$ cat src/hw/rtl/mt32_pkg.sv
// Package for the 32-bit Mersenne Twister generator.
// Constants, controller/datapath interface types, the tempering and twist functions.
// No dependencies.
package mt32_pkg;

  localparam int unsigned Words    = 624;
  localparam int unsigned IdxW     = 10;
  localparam int unsigned ShiftOfs = 397;
  localparam int unsigned WrapOfs  = Words - ShiftOfs;

  localparam logic [IdxW-1:0] LastIdx  = IdxW'(Words - 1);
  localparam logic [IdxW-1:0] FullPos  = IdxW'(Words);
  localparam logic [IdxW-1:0] FarAdd   = IdxW'(ShiftOfs);
  localparam logic [IdxW-1:0] FarSub   = IdxW'(WrapOfs);

  localparam logic [31:0] Matrix    = 32'h9908_B0DF;
  localparam logic [31:0] InitMult  = 32'd1812433253;
  localparam logic [31:0] UpperMask = 32'h8000_0000;
  localparam logic [31:0] LowerMask = 32'h7FFF_FFFF;
  localparam logic [31:0] TemperB   = 32'h9D2C_5680;
  localparam logic [31:0] TemperC   = 32'hEFC6_0000;

  localparam logic OpSeed    = 1'b0;
  localparam logic OpExtract = 1'b1;

  typedef struct packed {
    logic seed_load;
    logic seed_step;
    logic tw_pre;
    logic tw_first;
    logic tw_step;
    logic rd_pos;
    logic emit_word;
    logic emit_zero;
  } mt32_cmd_t;

  typedef struct packed {
    logic seeded;
    logic pos_full;
    logic seed_last;
    logic tw_last;
  } mt32_status_t;

  function automatic logic [31:0] temper(input logic [31:0] w);
    logic [31:0] y;
    y = w ^ (w >> 11);
    y = y ^ ((y << 7) & TemperB);
    y = y ^ ((y << 15) & TemperC);
    y = y ^ (y >> 18);
    return y;
  endfunction

  function automatic logic [31:0] twist_word(input logic [31:0] cur, input logic [31:0] nxt,
                                             input logic [31:0] far);
    logic [31:0] x;
    logic [31:0] xa;
    x  = (cur & UpperMask) | (nxt & LowerMask);
    xa = x >> 1;
    if (x[0]) begin
      xa = xa ^ Matrix;
    end
    return far ^ xa;
  endfunction

endpackage

$ cat src/hw/rtl/mt32_ctrl.sv
// Controller state machine: sequences seed fill, twist pass and extract.
// Depends on mt32_pkg.
module mt32_ctrl (
  input  logic                   clk_i,
  input  logic                   rst_ni,
  input  logic                   start_i,
  input  logic                   operation_i,
  input  mt32_pkg::mt32_status_t status_i,
  output mt32_pkg::mt32_cmd_t    cmd_o,
  output logic                   busy_o
);
  import mt32_pkg::*;

  localparam logic [2:0] StIdle    = 3'd0;
  localparam logic [2:0] StSeed    = 3'd1;
  localparam logic [2:0] StTwPre   = 3'd2;
  localparam logic [2:0] StTwFirst = 3'd3;
  localparam logic [2:0] StTwRun   = 3'd4;
  localparam logic [2:0] StRead    = 3'd5;
  localparam logic [2:0] StExt     = 3'd6;

  logic [2:0] state_q, state_d;

  always_comb begin
    state_d = state_q;
    cmd_o   = '0;
    unique case (state_q)
      StIdle: begin
        if (start_i) begin
          priority if (operation_i == OpSeed) begin
            cmd_o.seed_load = 1'b1;
            state_d         = StSeed;
          end else if (!status_i.seeded) begin
            cmd_o.emit_zero = 1'b1;
          end else if (status_i.pos_full) begin
            state_d = StTwPre;
          end else begin
            cmd_o.rd_pos = 1'b1;
            state_d      = StExt;
          end
        end
      end
      StSeed: begin
        cmd_o.seed_step = 1'b1;
        if (status_i.seed_last) begin
          state_d = StIdle;
        end
      end
      StTwPre: begin
        cmd_o.tw_pre = 1'b1;
        state_d      = StTwFirst;
      end
      StTwFirst: begin
        cmd_o.tw_first = 1'b1;
        state_d        = StTwRun;
      end
      StTwRun: begin
        cmd_o.tw_step = 1'b1;
        if (status_i.tw_last) begin
          state_d = StRead;
        end
      end
      StRead: begin
        cmd_o.rd_pos = 1'b1;
        state_d      = StExt;
      end
      StExt: begin
        cmd_o.emit_word = 1'b1;
        state_d         = StIdle;
      end
      default: begin
        state_d = StIdle;
      end
    endcase
  end

  always_ff @(posedge clk_i or negedge rst_ni) begin
    if (!rst_ni) begin
      state_q <= StIdle;
    end else begin
      state_q <= state_d;
    end
  end

  assign busy_o = (state_q != StIdle);

endmodule

$ cat config.mk
export PLATFORM = sky130hd
export DESIGN_NAME = mt32_ctrl
export DESIGN_NICKNAME = d
export VERILOG_FILES = /design/src/hw/rtl/mt32_pkg.sv /design/src/hw/rtl/mt32_ctrl.sv
export SDC_FILE = /design/constraint.sdc
export NUM_CORES = 1
export LEC_CHECK = 0
export BUFFER_PORTS_ARGS = -buffer_cell sky130_fd_sc_hd__buf_2
export CAP_MARGIN = 10
export CORE_AREA = 2 2 39 41
export CTS_CLUSTER_DIAMETER = 50
export DETAILED_ROUTE_END_ITERATION = 6
export DIE_AREA = 0 0 41 43
export PLACE_DENSITY_LB_ADDON = 0.15
export SLEW_MARGIN = 15
export SYNTH_ARGS = -nofsm -noshare
export SYNTH_HDL_FRONTEND = slang
export SYNTH_SLANG_ARGS = --single-unit
export TNS_END_PERCENT = 5
$ cat constraint.sdc
create_clock -name clk_i -period 1.9 [get_ports clk_i]
set_input_delay 0.57 -clock clk_i [delete_from_list [all_inputs] [get_ports clk_i]]
set_output_delay 0.57 -clock clk_i [all_outputs]
set_load 0.05 [all_outputs]
### Yosys cells after proc, flatten, opt, wreduce, memory -nomap -nowiden

Index checks and enable logic that the tools add are counted.

* output and inout bits: 9
* word-level logic and storage cells: 38
* bits in registers: 3
* input bits: 8

* reductions and logical operators: 3
* mux-type cells: 24
* equality and inequality tests: 10

Operators with widths (count)
* $mux 3: 6
* $pmux 3 s6: 1
* $mux 1: 16
* $eq 3x3->1 const B: 3
* $eq 3x2->1 const B: 2
* $ne 2x2->1 const B: 3
* $reduce_and 4->1: 1
* $eq 3x1->1 const B: 1
* $logic_not 3->1: 1
* $ne 3x3->1 const B: 1
* $reduce_bool 3->1: 1
* $pmux 1 s2: 1

### Depth between registers and ports, before layout

* depth in word-level cells: 5
* gate-level depth with buffers: 6
* gate-level depth less buffers: 5

### Least setup slack after synthesis

No wires, ideal clock.

* path kind: register to output
* start: register state_q[0]
* end: output cmd_o[0] (netlist name)
* data required time: 1.330 ns
* stages on the path, launching flop included: 5
* data arrival time: 1.955 ns
* setup slack: -0.625 ns
* path through: dfrtp_1 buf_2 nor2_1 nand3b_1 nor3b_1

RTL lines
* start, declared: line mt32_ctrl.sv:22 `logic [2:0] state_q, state_d;`
* start signal, assigned: line mt32_ctrl.sv:79 `state_q <= StIdle;`
* start signal, assigned: line mt32_ctrl.sv:81 `state_q <= state_d;`
* end, declared: line mt32_ctrl.sv:9 `output mt32_pkg::mt32_cmd_t cmd_o,`

### Worst setup path in the final report

* start: register state_q[0]
* end: output busy_o

* longest elaborated chain between the ends: 1

RTL lines
* $reduce_bool 3->1: line mt32_ctrl.sv:85 `assign busy_o = (state_q != StIdle);`
* end, declared: line mt32_ctrl.sv:10 `output logic busy_o`

No other way between the ends.

==> results.md <==
* Status: complete, but fails checks
* Failing checks: negative setup slack
* Post-synthesis sequential area ratio at 0.2062
* Final setup viols at 1
* Remaining DRCs at 0
* Final nets at 82
* Site row count at 14
* Startpoint types: flip-flop
* Total track usage at 0.1240
* Setup ws final at -0.02857 ns
* Post-Syn Nets at 57
* Initial core utilization at 0.2631
* Largest regs: state_q: 3 flops
* Yosys reg bits at 3
* Max IR drop VDD at 0.6199 mV
* Setup_tns at -0.02857 ns
* Ant diodes at 0
* Setup crit end kind: output port
* Clk sinks at 3
* Cells after synthesis at 48
* Arrival time at the worst endpoint at 1.36 ns
* Vias per cell at 4.818
* Detailed Route WL at 983 microns
* Vias in the first global route at 372
* Mux share of post-synthesis cell area at 0.02749
* Crit-path most repeated cell: buf_6
* H-tree levels at 1
* Synth Area in XOR/XNOR at 0
* Core area at 1384 sq um
* Synth-to-Final Area Change at 60.48%
* Worst-path clk slew at 0.04 ns
* GR Overflow Total at 0
* FMAX at 0.5185 GHz
* CTS tree: done
* Most frequent cells in the layout: buf_2, buf_4, nor2_1, clkbuf_4, buf_6
* Commonest non-fill, non-tap cell in the layout: buf_2
* Die area at 1763 sq um
* Buf+Inv Stages, Crit Path at 2
* LEAKAGE at 0.2789 nW
* Antenna violation net count after detailed routing at 0
* Critical path class: flip-flop to output port
* Post-synthesis cell area at 364.1 sq um
* Largest stage delay on the critical path at 0.47 ns
* Syn Area/Cell at 7.585 sq um
* Largest net degree at the start of global routing at 12
* GPL Wtd Cong at 0.7268
* Antenna violations before repair at 0
* First-pass GRT wire length at 1531 microns
* Slew headroom at 0.7859
* Reg with most FFs: state_q
* Crit Path Max Fanout at 8
* Final Hold Vio Count at 0
* Compound-Gate Fraction of Synth Area at 0.1718
* Clock period minus worst slack at 1.929 ns
* Avg WL per Cell at 11.17 microns
* Chip height at 43 microns
* Placed insts at 82
* Worst slew pin tran at 0.3171 ns
* Post-synthesis adder-cell area fraction at 0.03436
* Via count at 424
* Die width at 41 microns
* Fin crit share at 1.015
* Clk buf depth at 2
* Slowest CP cell: dfrtp_2
* CTS Hold Bufs at 0
* Largest family of logic cells by synthesized area: simple AND/OR/NAND/NOR gates
* Pre-CTS WS at -0.01093 ns
* Slew Limit Fails at 0
* Power density cells at 1517 nW/um^2
* FILL cells at 149
* Simple-Gate Fraction of Synth Area at 0.4605
* Max Cap Violations at 0
* Largest register FFs at 3
* Non-filler cells, final at 88
* TritonCTS buffer count at 3
* Worst-Skew Late Latency at 0.23 ns
* Root Driver: clkbuf_4
* Unrepaired setup endpoints after global routing: true
* Synth Warn # at 0
* Buffers on Ports at 16
* Unique masters post-synth at 30
* CP Data Required Time at 1.33 ns
* Initial DRC count at 7
* Cell family with most CP delay: flip-flops
* Drt pass-1 iters at 2
* Io pins at 17
* Clock Skews at 0.0003547 ns
* DP Wirelength at 768.9 microns
* Fraction of layout cells with a size suffix above 1 at 0.4861
* Crit-path cells: buf_6 > or3_4 > buf_6
* Hold WC Path Type: primary input to asynchronous set/reset pin
## kinds of logic after synthesis
family	Yosys count
fa+ha+maj	1
simple gates	27
flops	3
mux	1
compound gates	9
buf+inv	7
## layout make-up
cell class	instances	area, sq um	share of cell area
clock buffers	4	26.28	0.04497
inverters	3	11.26	0.01927
multi-input cells	38	277.8	0.4754
flip-flops and latches	3	78.83	0.1349
well taps	16	20.02	0.03426
repair buffers	24	170.2	0.2912
## timing repair
action	in CTS	in global routing
cloned	0	0
setup endpoints to repair	6	5
resized for setup	11	6
setup buffers	2	0
pin swaps	0	0
## report_power, final
group	internal (W)	switching, W
sequential	0.0000906	0.0000525
clock	0.0000785	0.0000306
combinational	0.000275	0.000359
## worst register-to-register path: stages, from the launching register on
cell      delay (ns)
dfrtp_2         0.43
buf_4           0.15
inv_1           0.06
ha_1            0.26
nand3b_1        0.17
a21oi_1         0.13
o22a_1          0.15
## layer usage
layer  global-route usage  share of wire
met1               0.1759           0.47
met2               0.1875           0.50
met3                    0          0.030
met4              0.06000              0
met5                    0              0
## cells in the mapped netlist
master	n	area (sq um)
nor2_1	5	18.77
a21oi_1	3	15.01
dfrtp_1	3	75.07
inv_1	3	11.26
nand3b_1	3	22.52
nor3b_1	3	22.52
buf_2	2	10.01
nand2_1	2	7.510
nor2b_1	2	12.51
nor3_1	2	10.01
a211o_1	1	8.760
a32oi_1	1	8.760
and2_1	1	6.260
and3_1	1	6.260
and3b_1	1	8.760
buf_6	1	11.26
clkbuf_1	1	3.750
ha_1	1	12.51
mux2i_1	1	10.01
nand2b_1	1	6.260
nand3_1	1	5.000
nand4_1	1	6.260
nand4b_1	1	8.760
nand4bb_1	1	11.26
nor4b_1	1	8.760
o21ai_0	1	5.000
o21bai_1	1	7.510
o22a_1	1	8.760
o311ai_0	1	8.760
or3_1	1	6.260
## path summary, 6_finish.rpt
| check | startpoint | end | slack (ns) | cells past startpoint |
|---|---|---|---|---|
| max reg2reg | state_q[1] | state_q[1] | 0.49 | 6 |
| min reg2reg | state_q[2] | state_q[2] | 0.71 | 3 |
| max in group asynchronous | rst_ni | state_q[1] | 1.66 | 1 |
| min in group clk_i | status_i[0] | state_q[0] | 0.69 | 3 |
| min | rst_ni | state_q[2] | 0.13 | 1 |
| max | state_q[0] | busy_o | -0.03 | 3 |
## through the flow
| step | hold WS (ns) | area (sq um) | utilization | total power (W) |
|---|---|---|---|---|
| final | 0.1256 | 584.3 | 0.4222 | 0.0008867 |
| after global routing | 0.1203 | 584.3 | 0.4222 | 0.0009521 |
| after CTS | 0.1155 | 565.5 | 0.4087 | 0.0008659 |
| after detailed placement | 0.3658 | 494.2 | 0.3571 | 0.0006827 |
| after global placement | 0.3668 | 494.2 | 0.3571 | 0.0006826 |
| after floorplan | 0.2744 | 374.1 | - | 0.0005416 |
(Power assumes the default switching activity.)
